`src/rtl/core/mlp241_pkg.sv`:
```
// Shared types, constants and sigmoid lookup for the 2-4-1 perceptron core.
// No dependencies; used by every module in rtl/core.
`default_nettype none

package mlp241_pkg;

  typedef logic signed [15:0] q412_t;

  localparam int PROD_W     = 33;   // unsigned Q0.16 activation x signed Q4.12 weight
  localparam int ACC_W      = 35;   // sum of up to four output products
  localparam int MAX_NODES  = 4;
  localparam int TBL_DEPTH  = 256;
  localparam int HALF_DEPTH = TBL_DEPTH / 2;

  localparam logic [63:0] Q62_ONE = 64'd1 << 62;

  typedef logic [TBL_DEPTH-1:0][15:0] sig_table_t;

  // (a * b) >> 62 for Q62 fractions, full-width product
  function automatic logic [63:0] mul_q62(input logic [63:0] a, input logic [63:0] b);
    logic [127:0] p;
    p = {64'd0, a} * {64'd0, b};
    return p[125:62];
  endfunction

  // restoring long division, only used while the table is built
  function automatic logic [63:0] div_u64(input logic [63:0] a, input logic [63:0] b);
    logic [64:0] rem;
    logic [63:0] q;
    rem = '0;
    q   = '0;
    for (int i = 63; i >= 0; i--) begin
      rem = {rem[63:0], a[i]};
      if (rem >= {1'b0, b}) begin
        rem  = rem - {1'b0, b};
        q[i] = 1'b1;
      end
    end
    return q;
  endfunction

  // Entry k = round(65535 / (1 + e^-(k/16 - 8 + 1/32))), integer math only.
  // Evaluated once at elaboration.
  function automatic sig_table_t build_sig_table();
    sig_table_t  tbl;
    logic [63:0] term;
    logic [63:0] e1;
    logic [63:0] step;
    logic [63:0] cur;
    logic [63:0] den;
    logic [63:0] num;
    logic [63:0] v;
    term = Q62_ONE;
    e1   = Q62_ONE;
    // e^(-1/32), Taylor series
    for (int n = 1; n < 24; n++) begin
      term = div_u64(term, 64'(32 * n));
      if ((n & 1) != 0) begin
        e1 = e1 - term;
      end else begin
        e1 = e1 + term;
      end
    end
    step = mul_q62(e1, e1);
    cur  = e1;
    num  = 64'd65535 << 41;
    for (int j = 0; j < HALF_DEPTH; j++) begin
      den = (Q62_ONE + cur) >> 22;
      v   = div_u64(num + den, den << 1);
      if (v > 64'd65535) begin
        v = 64'd65535;
      end
      tbl[HALF_DEPTH + j]     = v[15:0];
      tbl[HALF_DEPTH - 1 - j] = 16'hFFFF - v[15:0];
      cur = mul_q62(cur, step);
    end
    return tbl;
  endfunction

  localparam sig_table_t SIG_TABLE = build_sig_table();

  // saturate to Q4.12 range, index by top byte offset by 128
  function automatic logic [15:0] activate(input logic signed [31:0] v);
    logic signed [15:0] s;
    if (v > 32767) begin
      s = 16'sh7FFF;
    end else if (v < -32768) begin
      s = 16'sh8000;
    end else begin
      s = v[15:0];
    end
    return SIG_TABLE[{~s[15], s[14:8]}];
  endfunction

endpackage

`default_nettype wire

```
`src/rtl/core/mlp241_merge.sv`:
```
// Merge stage: sums lane products, scales, saturates and looks up the output.
// Depends on mlp241_pkg.
`default_nettype none

module mlp241_merge #(
  parameter int HIDDEN_COUNT = 4
) (
  input  wire logic                              clk,
  input  wire logic                              en,
  input  wire logic signed [mlp241_pkg::PROD_W-1:0] prods [HIDDEN_COUNT],
  output logic [15:0]                            pred
);

  localparam int AQ_W = mlp241_pkg::ACC_W - 16;

  logic signed [mlp241_pkg::ACC_W-1:0] acc;
  logic signed [AQ_W-1:0]              aq;

  always_comb begin
    acc = '0;
    for (int n = 0; n < HIDDEN_COUNT; n++) begin
      acc = acc + mlp241_pkg::ACC_W'(prods[n]);
    end
  end

  assign aq = acc[mlp241_pkg::ACC_W-1:16];

  always_ff @(posedge clk) begin
    if (en) begin
      pred <= mlp241_pkg::activate(32'(aq));
    end
  end

endmodule

`default_nettype wire

```
`config.mk`:
```
export PLATFORM = sky130hd
export DESIGN_NAME = mlp241_merge
export DESIGN_NICKNAME = d
export VERILOG_FILES = /design/src/rtl/core/mlp241_pkg.sv /design/src/rtl/core/mlp241_merge.sv
export SDC_FILE = /design/constraint.sdc
export NUM_CORES = 1
export LEC_CHECK = 0
export BUFFER_PORTS_ARGS = -buffer_cell sky130_fd_sc_hd__buf_4
export CORE_MARGIN = 3
export CORE_UTILIZATION = 30
export CTS_CLUSTER_DIAMETER = 40
export DETAILED_ROUTE_END_ITERATION = 10
export PLACE_DENSITY_LB_ADDON = 0.05
export SYNTH_ARGS = -nofsm -noshare
export SYNTH_HDL_FRONTEND = slang
export SYNTH_SLANG_ARGS = --single-unit
```
`constraint.sdc`:
```
create_clock -name clk -period 8.4 [get_ports clk]
set_input_delay 1.68 -clock clk [delete_from_list [all_inputs] [get_ports clk]]
set_output_delay 1.68 -clock clk [all_outputs]
set_load 0.05 [all_outputs]
```
After elaboration in Yosys (flattened, before gate mapping)
Memories as Yosys holds them, arrays and structs flattened. A register that Yosys moved wholly into a read port is not among the register bits.
Index checks and enable logic that the tools add are counted.
W data, S select, Z words.
{"block": "word_totals", "regBits": 0, "latchBits": 0, "ram_bits": 0, "mem_bits_ro": 4096, "inputBits": 134, "out_inout_bits": 16, "wordCells": 10, "n_memories": 1}
{"block": "classes", "addsub": 3, "mul": 0, "div_mod_pow": 0, "n_lt_le_gt_ge": 2, "eq_ne": 0, "shift": 0, "muxes": 3, "bitwise": 1, "n_reduce_logical": 0}
{"memory": "(no name shown)", "depth": 256, "word_bits": 16, "read_ports": 1, "rd_clocked_by_memory_dff": 1, "write_ports": 0, "line_no": "mlp241_pkg.sv:92", "source": "return SIG_TABLE[{~s[15], s[14:8]}];"}
{"op": "$mux W16", "count": 3}
{"op": "$add A34 B33 Y35", "count": 1}
{"op": "$add A35 B33 Y35", "count": 1}
{"op": "$add A33 B33 Y34", "count": 1}
{"op": "$gt A19 B16 Y1 const B", "count": 1}
{"op": "$lt A19 B16 Y1 const B", "count": 1}
{"op": "$not A1 Y1", "count": 1}

Longest topological paths before layout
{"block": "logic_depth", "ltp_word": 8, "depth_mapped": 27}

Least setup slack after synthesis
No wires, ideal clock.
{"block": "synth_path", "path_type": "in2reg", "from": "input port prods[12] (netlist bit)", "to": "register pred[0], data pin", "setup_ns": 0.261, "arrival_time_ns": 7.696, "required_time_ns": 8.139, "slack_ns": 0.442, "stages": 22, "n_path_buf": 1, "cell_sequence": "inv_1 > fa_1 > fa_1 > inv_1 > ha_1 > a21oi_1 > nor3_1 > or3_4 > o311a_1 > or3_4 > a2111oi_2 > buf_6 > a21oi_4 > o21ai_0 > inv_1 > ha_1 > a211oi_1 > nor3_1 > a211o_1 > a2111oi_1 > a41oi_1 > a2bb2oi_1"}
{"block": "synth_between", "elab_chain_cells": 6}
{"element": "from (decl)", "line_no": "mlp241_merge.sv:10", "source": "input wire logic signed [mlp241_pkg::PROD_W-1:0] prods [HIDDEN_COUNT],"}
{"element": "$add A35 B33 Y35 *", "line_no": "mlp241_merge.sv:22", "source": "acc = acc + mlp241_pkg::ACC_W'(prods[n]);"}
{"element": "$lt A19 B16 Y1", "line_no": "mlp241_pkg.sv:87", "source": "end else if (v < -32768) begin"}
{"element": "$mux W16", "line_no": "mlp241_pkg.sv:87"}
{"element": "$mux W16 *", "line_no": "mlp241_pkg.sv:85", "source": "if (v > 32767) begin"}
{"element": "$mux W16 *", "line_no": "mlp241_merge.sv:29", "source": "if (en) begin"}
{"element": "$not A1 Y1", "line_no": "mlp241_pkg.sv:92"}
{"element": "to (decl)", "line_no": "mlp241_merge.sv:11", "source": "output logic [15:0] pred"}
Mark *: on every way between the ends. The rest lies on a longest branch, timed or not. The select of a mux whose other input is x is not followed.

Worst setup path after layout
{"block": "layout_path", "from": "input port prods[12] (netlist bit)", "to": "register pred[7], data pin"}
The elaborated chain is that of the path after synthesis.

==> flow_summary.toml <==
[final_layout]
fin_nets = 1646
fin_cells = 1733
synthToLayoutAreaGrowth_pct = 30.7
n_antenna_cell = 0
drive_gt1_frac = 0.246
largest-register = "pred"
top_regs = "pred: 16 flops"
largest_reg_flops = 16
fill_cells = 2885

[floorplanning]
floorplan.initialDensity = 0.309
core_mm2 = 0.0264
die_y_um = 171
ios = 150
row_count = 59
dieArea_mm2 = 0.0293
die_w_um = 171

[sta]
timing.fmax_mhz = 123
setup_viol = 0
post-route-period-util = 0.971
hold_viol_final = 0
setup_tns_ns = 0
min_period_ns = 8.16
slew_headroom = 0.297
drv_slew = 0
worstMarginPinSlew_ns = 1.05
rsz0062_at_grt = "no"

[yosys]
synth_common_cells = "inv_1, a21oi_1, nand2_1"
synth_cells = 1165
synth_area_leader_cell = "fa_1"
synthDominantCellAreaShare = 0.162
ys_types = 95
syn_avg_cell_area_um2 = 7.01
ys_ff_latch = 16
ys_async_sr_fraction = 0
synth.most_common_cell = "inv_1"
ys_top_cells_by_area = "fa_1, inv_1, ha_1"
syn_nets = 1412
synth_edf_count = 16
synth_seq_area_share = 0.0588
syn_area_mm2 = 0.00817
synth_warnings = 0
ys.flop_type = "edfxtp_1"

[clocking]
holdBufCountCts = 0
cts_max_path_buffers = 2
cts_tree = "yes"
htree_levels = 1
cts.clk_slew.worst_paths_ns = 0.06
ctsRootBufferMaster = "clkbuf_16"
clock-sinks = 16
cts_made_buffers = 3
post_cts_buffers = 0

[detailed_routing]
wl_um = 45800
vias = 10756
drc = 0
postRouteAntennaNets = 0
dr.pass1.iters = 6
via_per_inst = 6.21
wl_per_cell_um = 26.4
first_iter_violations = 1468

[worst_setup_path]
cp_max_fo = 19
worstSetupEndpointType = "flop"
crit_chain = "buf_4, inv_1, fa_1, fa_1, inv_1, ha_1, a21oi_1, nor3_1, or3_4, o311a_1, or3_4, a2111oi_4, buf_4, a21o_1, a21oi_4, buf_4, ha_1, nand2_1, o211a_1, o221ai_1, a21oi_1, a211oi_1"
crit_top_cell = "buf_4"
crit_arrival_ns = 8.11
start_kind = "input pin"
cpPeakStageDelay_ns = 0.65
required_ns = 8.35
path_class = "in -> reg"
slowest_stage = "a211oi_1"

[run]
maxCapViolCount = 0

[global_route]
grt_pass1_wl_um = 67000
grt_pass1_vias = 10358
antenna_found_initial = 1
grt_max_degree = 25
grt_usage = 0.307
grt_overflow_total = 0

[placed_design]
placed_cells_incl_taps = 1729
io_buffers = 149
dp.final_hpwl_um = 37500
gp_congestion = 1.05

[status]
status = "complete, no violations"

[min_path]
min_path_type = "in -> reg"
[final timing paths]
path,startpoint,endpoint,cells past startpoint
max,prods[12],pred[7]$_DFFE_PP_,22
min,en,pred[12]$_DFFE_PP_,1
[worst max-delay path, delay by kind of cell]
family          cells  cell delay (ns)
simple gates        4             1.11
fa+ha+maj           4             1.74
compound gates      9             2.82
buf+inv             5             0.73
[through the flow]
step,area (um2),worst slack [ns],hold WS (ns),utilization
finish,10700,0.240,1.81,0.404
global route,10700,0.0949,1.81,0.404
CTS,10700,0.258,1.81,0.404
detailed placement,10600,0.0507,2.08,0.401
global placement,10600,-0.0776,2.08,0.401
floorplan,8170,0.442,1.79,-
[timing repair]
| item | CTS | global route |
|---|---|---|
| setup endpoints to repair | 0 | 4 |
| hold endpoints to repair | 0 | 0 |
| resized for setup | 0 | 3 |
[per-layer routing]
layer	vias to the layer above	track usage	routed length, um
met2	779	0.438	18200
met3	165	0.0908	6020
met1	5139	0.432	19100
li1	4671	-	-
met5	-	0	11
met4	2	0.124	2460
[logic make-up after synthesis]
logic type | count (synthesis) | synth area share
AO/OA/AOI/OAI | 437 | 0.372
XOR/XNOR | 9 | 0.0106
adder cells (fa/ha/maj) | 113 | 0.234
buffers and inverters | 268 | 0.135
flip-flops | 16 | 0.0588
multiplexers | 5 | 0.00613
AND/OR/NAND/NOR | 317 | 0.184
[placed cells by master, fill, tap and decap left out, types with 8 or more instances in the layout]
cell	synthesis	routed
a31oi_1	20	20
edfxtp_1	16	16
o221ai_1	10	10
o31ai_1	10	10
nand3_1	43	43
o2111ai_1	9	9
buf_4	5	301
nand4_1	14	14
o22ai_1	10	10
nor2_1	76	76
a21o_1	18	18
o21ai_0	77	77
a211oi_1	21	19
a21oi_1	114	113
o311ai_0	8	8
nor3_1	32	31
ha_1	47	47
inv_1	191	191
nand2_1	100	100
o211ai_1	15	15
and3_1	10	10
fa_1	66	66
[final cells by class]
type                            count  area (um2)  area share
Inverter                          193         724      0.0678
Clock inverter                      1        3.75    0.000351
Clock buffer                        3        75.1     0.00703
Timing Repair Buffer              304        2320       0.217
Tap cell                          335         419      0.0392
Sequential cell                    16         480      0.0450
Multi-Input combinational cell    881        6660       0.623
Power is left out: the tool's default activity adds up to more than one toggle a clock period on the data nets, which glitch-free logic cannot reach.
