**config.mk**
```make
export PLATFORM = sky130hd
export DESIGN_NAME = mlp241_lane
export DESIGN_NICKNAME = d
export VERILOG_FILES = /design/src/rtl/core/mlp241_pkg.sv /design/src/rtl/core/mlp241_lane.sv
export SDC_FILE = /design/constraint.sdc
export NUM_CORES = 2
export LEC_CHECK = 0
export ABC_AREA = 1
export BUFFER_PORTS_ARGS = -buffer_cell sky130_fd_sc_hd__buf_2
export CORE_UTILIZATION = 66
export DETAILED_ROUTE_END_ITERATION = 6
export PLACE_DENSITY = 0.84
export SLEW_MARGIN = 10
export SYNTH_ARGS = -nofsm -noshare
export SYNTH_HDL_FRONTEND = slang
export SYNTH_SLANG_ARGS = --single-unit
```
**constraint.sdc**
```tcl
create_clock -name clk -period 7.6 [get_ports clk]
set_input_delay 0.76 -clock clk [delete_from_list [all_inputs] [get_ports clk]]
set_output_delay 0.76 -clock clk [all_outputs]
set_load 0.03 [all_outputs]
```
**src/rtl/core/mlp241_pkg.sv**
```systemverilog
// Shared types, constants and sigmoid lookup for the 2-4-1 perceptron core.
// No dependencies; used by every module in rtl/core.
`default_nettype none

package mlp241_pkg;

  typedef logic signed [15:0] q412_t;

  localparam int PROD_W     = 33;   // unsigned Q0.16 activation x signed Q4.12 weight
  localparam int ACC_W      = 35;   // sum of up to four output products
  localparam int MAX_NODES  = 4;
  localparam int TBL_DEPTH  = 256;
  localparam int HALF_DEPTH = TBL_DEPTH / 2;

  localparam logic [63:0] Q62_ONE = 64'd1 << 62;

  typedef logic [TBL_DEPTH-1:0][15:0] sig_table_t;

  // (a * b) >> 62 for Q62 fractions, full-width product
  function automatic logic [63:0] mul_q62(input logic [63:0] a, input logic [63:0] b);
    logic [127:0] p;
    p = {64'd0, a} * {64'd0, b};
    return p[125:62];
  endfunction

  // restoring long division, only used while the table is built
  function automatic logic [63:0] div_u64(input logic [63:0] a, input logic [63:0] b);
    logic [64:0] rem;
    logic [63:0] q;
    rem = '0;
    q   = '0;
    for (int i = 63; i >= 0; i--) begin
      rem = {rem[63:0], a[i]};
      if (rem >= {1'b0, b}) begin
        rem  = rem - {1'b0, b};
        q[i] = 1'b1;
      end
    end
    return q;
  endfunction

  // Entry k = round(65535 / (1 + e^-(k/16 - 8 + 1/32))), integer math only.
  // Evaluated once at elaboration.
  function automatic sig_table_t build_sig_table();
    sig_table_t  tbl;
    logic [63:0] term;
    logic [63:0] e1;
    logic [63:0] step;
    logic [63:0] cur;
    logic [63:0] den;
    logic [63:0] num;
    logic [63:0] v;
    term = Q62_ONE;
    e1   = Q62_ONE;
    // e^(-1/32), Taylor series
    for (int n = 1; n < 24; n++) begin
      term = div_u64(term, 64'(32 * n));
      if ((n & 1) != 0) begin
        e1 = e1 - term;
      end else begin
        e1 = e1 + term;
      end
    end
    step = mul_q62(e1, e1);
    cur  = e1;
    num  = 64'd65535 << 41;
    for (int j = 0; j < HALF_DEPTH; j++) begin
      den = (Q62_ONE + cur) >> 22;
      v   = div_u64(num + den, den << 1);
      if (v > 64'd65535) begin
        v = 64'd65535;
      end
      tbl[HALF_DEPTH + j]     = v[15:0];
      tbl[HALF_DEPTH - 1 - j] = 16'hFFFF - v[15:0];
      cur = mul_q62(cur, step);
    end
    return tbl;
  endfunction

  localparam sig_table_t SIG_TABLE = build_sig_table();

  // saturate to Q4.12 range, index by top byte offset by 128
  function automatic logic [15:0] activate(input logic signed [31:0] v);
    logic signed [15:0] s;
    if (v > 32767) begin
      s = 16'sh7FFF;
    end else if (v < -32768) begin
      s = 16'sh8000;
    end else begin
      s = v[15:0];
    end
    return SIG_TABLE[{~s[15], s[14:8]}];
  endfunction

endpackage

`default_nettype wire

```
**src/rtl/core/mlp241_lane.sv**
```systemverilog
// One hidden-node lane: input products, activation, output-weight product.
// Depends on mlp241_pkg.
`default_nettype none

module mlp241_lane (
  input  wire logic                                 clk,
  input  wire logic                                 en,
  input  wire mlp241_pkg::q412_t                    x1,
  input  wire mlp241_pkg::q412_t                    x2,
  input  wire mlp241_pkg::q412_t                    w1,
  input  wire mlp241_pkg::q412_t                    w2,
  input  wire mlp241_pkg::q412_t                    wo,
  output logic signed [mlp241_pkg::PROD_W-1:0]      prod
);

  logic signed [31:0] p1;
  logic signed [31:0] p2;
  logic        [15:0] act;
  logic signed [32:0] hsum;
  logic signed [20:0] hq;

  // floor shift by 12 is a plain bit drop
  assign hsum = {p1[31], p1} + {p2[31], p2};
  assign hq   = hsum[32:12];

  always_ff @(posedge clk) begin
    if (en) begin
      p1   <= 32'(x1) * 32'(w1);
      p2   <= 32'(x2) * 32'(w2);
      act  <= mlp241_pkg::activate(32'(hq));
      prod <= mlp241_pkg::PROD_W'($signed({1'b0, act})) * mlp241_pkg::PROD_W'(wo);
    end
  end

endmodule

`default_nettype wire

```
Word level (Yosys, flattened, before mapping)
Memory sizes are Yosys's and may differ from the RTL's. A register that Yosys moved wholly into a read port is not among the register bits.
Cells that the tools add are included.
{"block": "totals", "regBits": 97, "mem_bits_ro": 4096, "input_bits": 82, "output_inout_bits": 33, "n_memories": 1}
{"memory": "(no name shown)", "words": 256, "width": 16, "rd": 1, "rd_ports_with_merged_regs": 1, "write_ports": 0, "line_no": "mlp241_pkg.sv:92", "text": "return SIG_TABLE[{~s[15], s[14:8]}];"}
{"block": "classes", "n_addsub": 1, "n_mul": 3, "order_cmp": 2, "mux": 3, "n_bitwise": 1}
{"operator": "16-bit by 16-bit multiplier with 32-bit output", "count": 2}
{"operator": "16-bit two-way mux", "count": 3}
{"operator": "32-bit by 32-bit adder with 33-bit output", "count": 1}
{"operator": "17-bit by 16-bit multiplier with 33-bit output", "count": 1}
{"operator": "21-bit by 16-bit greater-than comparator with 1-bit output (second input constant)", "count": 1}
{"operator": "21-bit by 16-bit less-than comparator with 1-bit output (second input constant)", "count": 1}
{"operator": "1-bit inverter", "count": 1}

Depth between registers and ports, before layout
{"block": "depth", "ltp_word": 6, "depth_mapped": 32, "ltp_nobuf": 32}

Worst setup path after synthesis
No wires, ideal clock.
{"block": "synth_timing", "path_type": "input-to-reg", "startpoint": "input port w1[1]", "endpoint": "register p1[29] (data pin)", "setup_time_ns": 0.259, "arrival_ns": 6.219, "setup_slack_ns": 1.122, "path_stages": 23, "path_buffers": 2, "path_cell_list": "clkbuf_1 > clkbuf_1 > nand2_1 > fa_1 > fa_1 > fa_1 > inv_1 > fa_1 > fa_1 > inv_1 > fa_1 > inv_1 > ha_1 > a21oi_1 > a21boi_0 > o21ai_0 > a21oi_1 > inv_1 > a21oi_1 > o21bai_1 > nand3_1 > nand2_1 > xor2_1"}
{"block": "synth_between", "elab_chain_len": 1}
{"element": "start, declared", "line_no": "mlp241_lane.sv:10", "text": "input wire mlp241_pkg::q412_t w1,"}
{"element": "16-bit by 16-bit multiplier with 32-bit output", "line_no": "mlp241_lane.sv:28", "text": "p1 <= 32'(x1) * 32'(w1);"}
{"element": "end signal, assigned", "line_no": "mlp241_lane.sv:28"}
{"element": "end, declared", "line_no": "mlp241_lane.sv:16", "text": "logic signed [31:0] p1;"}
Every way passes these cells.
A chain may end at the register's enable or synchronous reset.

Worst setup path in the final report
{"block": "layout_timing", "startpoint": "register act[10]", "endpoint": "register prod[32] (netlist name) (data pin)"}
{"block": "layout_between", "elab_chain_len": 1}
{"element": "start, declared", "line_no": "mlp241_lane.sv:18", "text": "logic [15:0] act;"}
{"element": "17-bit by 16-bit multiplier with 33-bit output", "line_no": "mlp241_lane.sv:31", "text": "prod <= mlp241_pkg::PROD_W'($signed({1'b0, act})) * mlp241_pkg::PROD_W'(wo);"}
{"element": "end signal, assigned", "line_no": "mlp241_lane.sv:31"}
{"element": "end, declared", "line_no": "mlp241_lane.sv:13", "text": "output logic signed [mlp241_pkg::PROD_W-1:0] prod"}
Every way passes these cells.

==> summary.md <==
| Metric | Value |
|---|---|
| Critical path required time | 7.79 ns |
| CP max FO | 16 |
| Nets | about 5900 |
| TritonCTS Buffers | 17 |
| # rows | between 80 and 90 |
| Drt via density | between 5 and 6 |
| Final wirelength | between 100000 and 150000 um |
| Number of cells in the design after placement | 5530 |
| Drt first pass iters | 7 |
| Slowest CP cell | edfxtp_1 |
| Post-synthesis net count | 5995 |
| Mapped Area | about 38000 um^2 |
| Setup crit end kind | flop |
| Skew-Pair Late Insertion Delay | 0.45 ns |
| Yosys Warn Count | 0 |
| Fin cells | 5561 |
| Top cell by count, worst path | fa_1 |
| Post-CTS Setup Inserts | 0 |
| Worst-margin pin slew | roughly 0.94 ns |
| # hold bufs at CTS | 0 |
| Ant. Diodes | 0 |
| Synth async-reset ratio | 0 |
| DIE WIDTH | 241 um |
| Failing checks | DRC |
| Vias in the first global route | between 30000 and 40000 |
| Synth cell types | 54 |
| Via count | 31476 |
| R2r endpoint | prod[32] |
| Synth Area per Inst | 7.77 um^2 |
| Fillcell total | approximately 4400 |
| Layout Skew | 0.0109 ns |
| Clk sink count | between 100 and 150 |
| Largest net degree at the start of global routing | 62 |
| Initial Util | 0.669 |
| Hold Crit Depth | 3 |
| Violation count after the first detailed-routing iteration | 2787 |
| Setup WS pre-CTS | ~0.82 ns |
| Status | finished with violations |
| RSZ-0062 raised after global routing | false |
| Layout area overhead | 3.23% |
| Hold crit path type | input pin to flop |
| Io pins | 115 |
| Post-synth EDFFs | 113 |
| Grt ovf | 0 |
| CP cell instances | nand2_1 -> fa_1 -> fa_1 -> fa_1 -> fa_1 -> inv_1 -> fa_1 -> inv_1 -> fa_1 -> inv_1 -> ha_1 -> nand2_1 -> nor2_1 -> a211oi_1 -> o221ai_1 -> nand2_1 -> nand3_1 -> nand4_1 -> o211ai_1 -> a221oi_1 -> xor2_1 |
| DRC Markers | 14 |
| Core area | 56500 um^2 |
| Port buffer count | 114 |
| CTS tree | yes |
| Setup crit start kind | flop |
| Post-DRT Antenna Nets | 0 |
| Die area | 58200 um^2 |
| Post-DP HPWL | 79200 um |
| Final Cycle Share | 0.888 |
| Multi-input logic area | 28400 um^2 |
| Clock root cell | clkbuf_16 |
| Critical path class | flop to flop |
| Post-CTS sizing | 0 |
| Most common cell after layout, fill and taps aside | inv_1 |
| Synth Flop Type | edfxtp_1 |
| Chip height | 241 um |
| Final Hold Fails | 0 |
| Fmax | 0.148 GHz |
| Routed length per placed instance | 18.0 um |
| Initial antenna violation count | 0 |
| Synth Instances | 4863 |
| RD Place Congestion | 1.03 |
| Worst Path Arrival | around 6.9 ns |
| Slew margin rel. | 0.372 |
| Worst r2r src | act[10] |
| Clock Pin Slew Worst Setup and Hold Paths | roughly 0.060 ns |
| Post-layout min period | 6.75 ns |
| Setup_tns | 0 ns |
| Setup ws final | roughly 0.85 ns |
| Hold wc startpoint | wo[0] |
| Worst path max stage delay | 0.92 ns |
| Layout cells sized above 1 | 0.0499 |
| MaxCap Viol Count | 0 |
| Seq. cell area | 3390 um^2 |
| WHS Endpoint | prod[0] |
| Final setup vio count | 0 |
| Register area share after synthesis | 0.0898 |
| Worst reg-to-reg setup slack | 0.85 ns |
| H-tree depth | 4 |
| Clock buffer depth | 2 |
| Most frequent cells in the layout | inv_1, nand2_1, fa_1 |
| First-pass GRT wire length | 163000 um |
| Post-synthesis register bit count | 113 |
| Gr usage total | 0.362 |
| Slew Viols, Final | 0 |
| FF-to-FF path depth | 21 |
==> flip-flops by register name, indices dropped and copies added (netlist names) <==
register / cells
p2: 32
p1: 32
prod: 33
act: 16
==> worst max-delay path by stage <==
stage | startpoint | end | slack (ns) | cells past startpoint
3_5_place_dp | w1[1] | p1[29] | 0.82 | 23
6_report | act[10] | prod[32] | 0.85 | 21
2_1_floorplan | w1[1] | p1[29] | 1.12 | 23
5_1_grt | act[10] | prod[32] | 0.54 | 21
4_1_cts | act[10] | prod[32] | 0.99 | 21
3_3_place_gp | x1[10] | p1[28] | 0.97 | 21
==> cell families after synthesis <==
kind of cell             after synthesis  synth area share
AO/OA/AOI/OAI                        313            0.0459
AND/OR/NAND/NOR                     1723             0.189
XOR/XNOR                             114            0.0264
adder cells (fa/ha/maj)             1050             0.490
buffers and inverters               1550             0.159
flip-flops                           113            0.0898
==> Yosys cell counts, types with 20 or more instances <==
| master | number | area share |
|---|---|---|
| nand2_1 | 1277 | 0.13 |
| nor2_1 | 130 | 0.013 |
| clkbuf_1 | 170 | 0.017 |
| inv_1 | 1316 | 0.13 |
| nand3_1 | 217 | 0.029 |
| ha_1 | 332 | 0.11 |
| fa_1 | 718 | 0.38 |
| o21ai_0 | 77 | 0.010 |
| nand4_1 | 20 | 0.0033 |
| xnor2_1 | 48 | 0.011 |
| a21oi_1 | 155 | 0.021 |
| xor2_1 | 66 | 0.015 |
| edfxtp_1 | 113 | 0.090 |
==> per-stage QoR <==
stage | instance area, um^2 | utilization | hold slack [ns]
3_5_place_dp | 38400 | 0.680 | 1.07
4_1_cts | 39000 | 0.690 | 0.830
6_report | 39000 | 0.690 | 0.853
5_1_grt | 39000 | 0.690 | 0.864
2_1_floorplan | 37800 | - | 0.816
3_3_place_gp | 38400 | 0.680 | 1.06
==> worst max-delay path: cells and delay by family, from the launching register on <==
family	cells	cell delay, ns
xor+xnor	1	0.12
compound gates	4	0.92
fa+ha+maj	7	3.39
simple gates	6	0.96
flops	1	0.92
buf+inv	3	0.17
==> metal layers <==
| layer | part of all wire | GRT usage |
|---|---|---|
| met3 | 0.090 | 0.0572 |
| met5 | 0 | 0 |
| met1 | 0.35 | 0.439 |
| met4 | 0.066 | 0.216 |
| met2 | 0.49 | 0.612 |
==> area by class of cell <==
cell class	instances	share of cell area
Clock buffer	17	0.0109
Clock inverter	14	0.00427
Multi-Input combinational cell	3200	0.728
Tap cell	756	0.0242
Inverter	1331	0.128
Timing Repair Buffer	130	0.0178
Sequential cell	113	0.0870
Power is left out: the tool's default activity adds up to more than one toggle a clock period on the data nets, which glitch-free logic cannot reach.
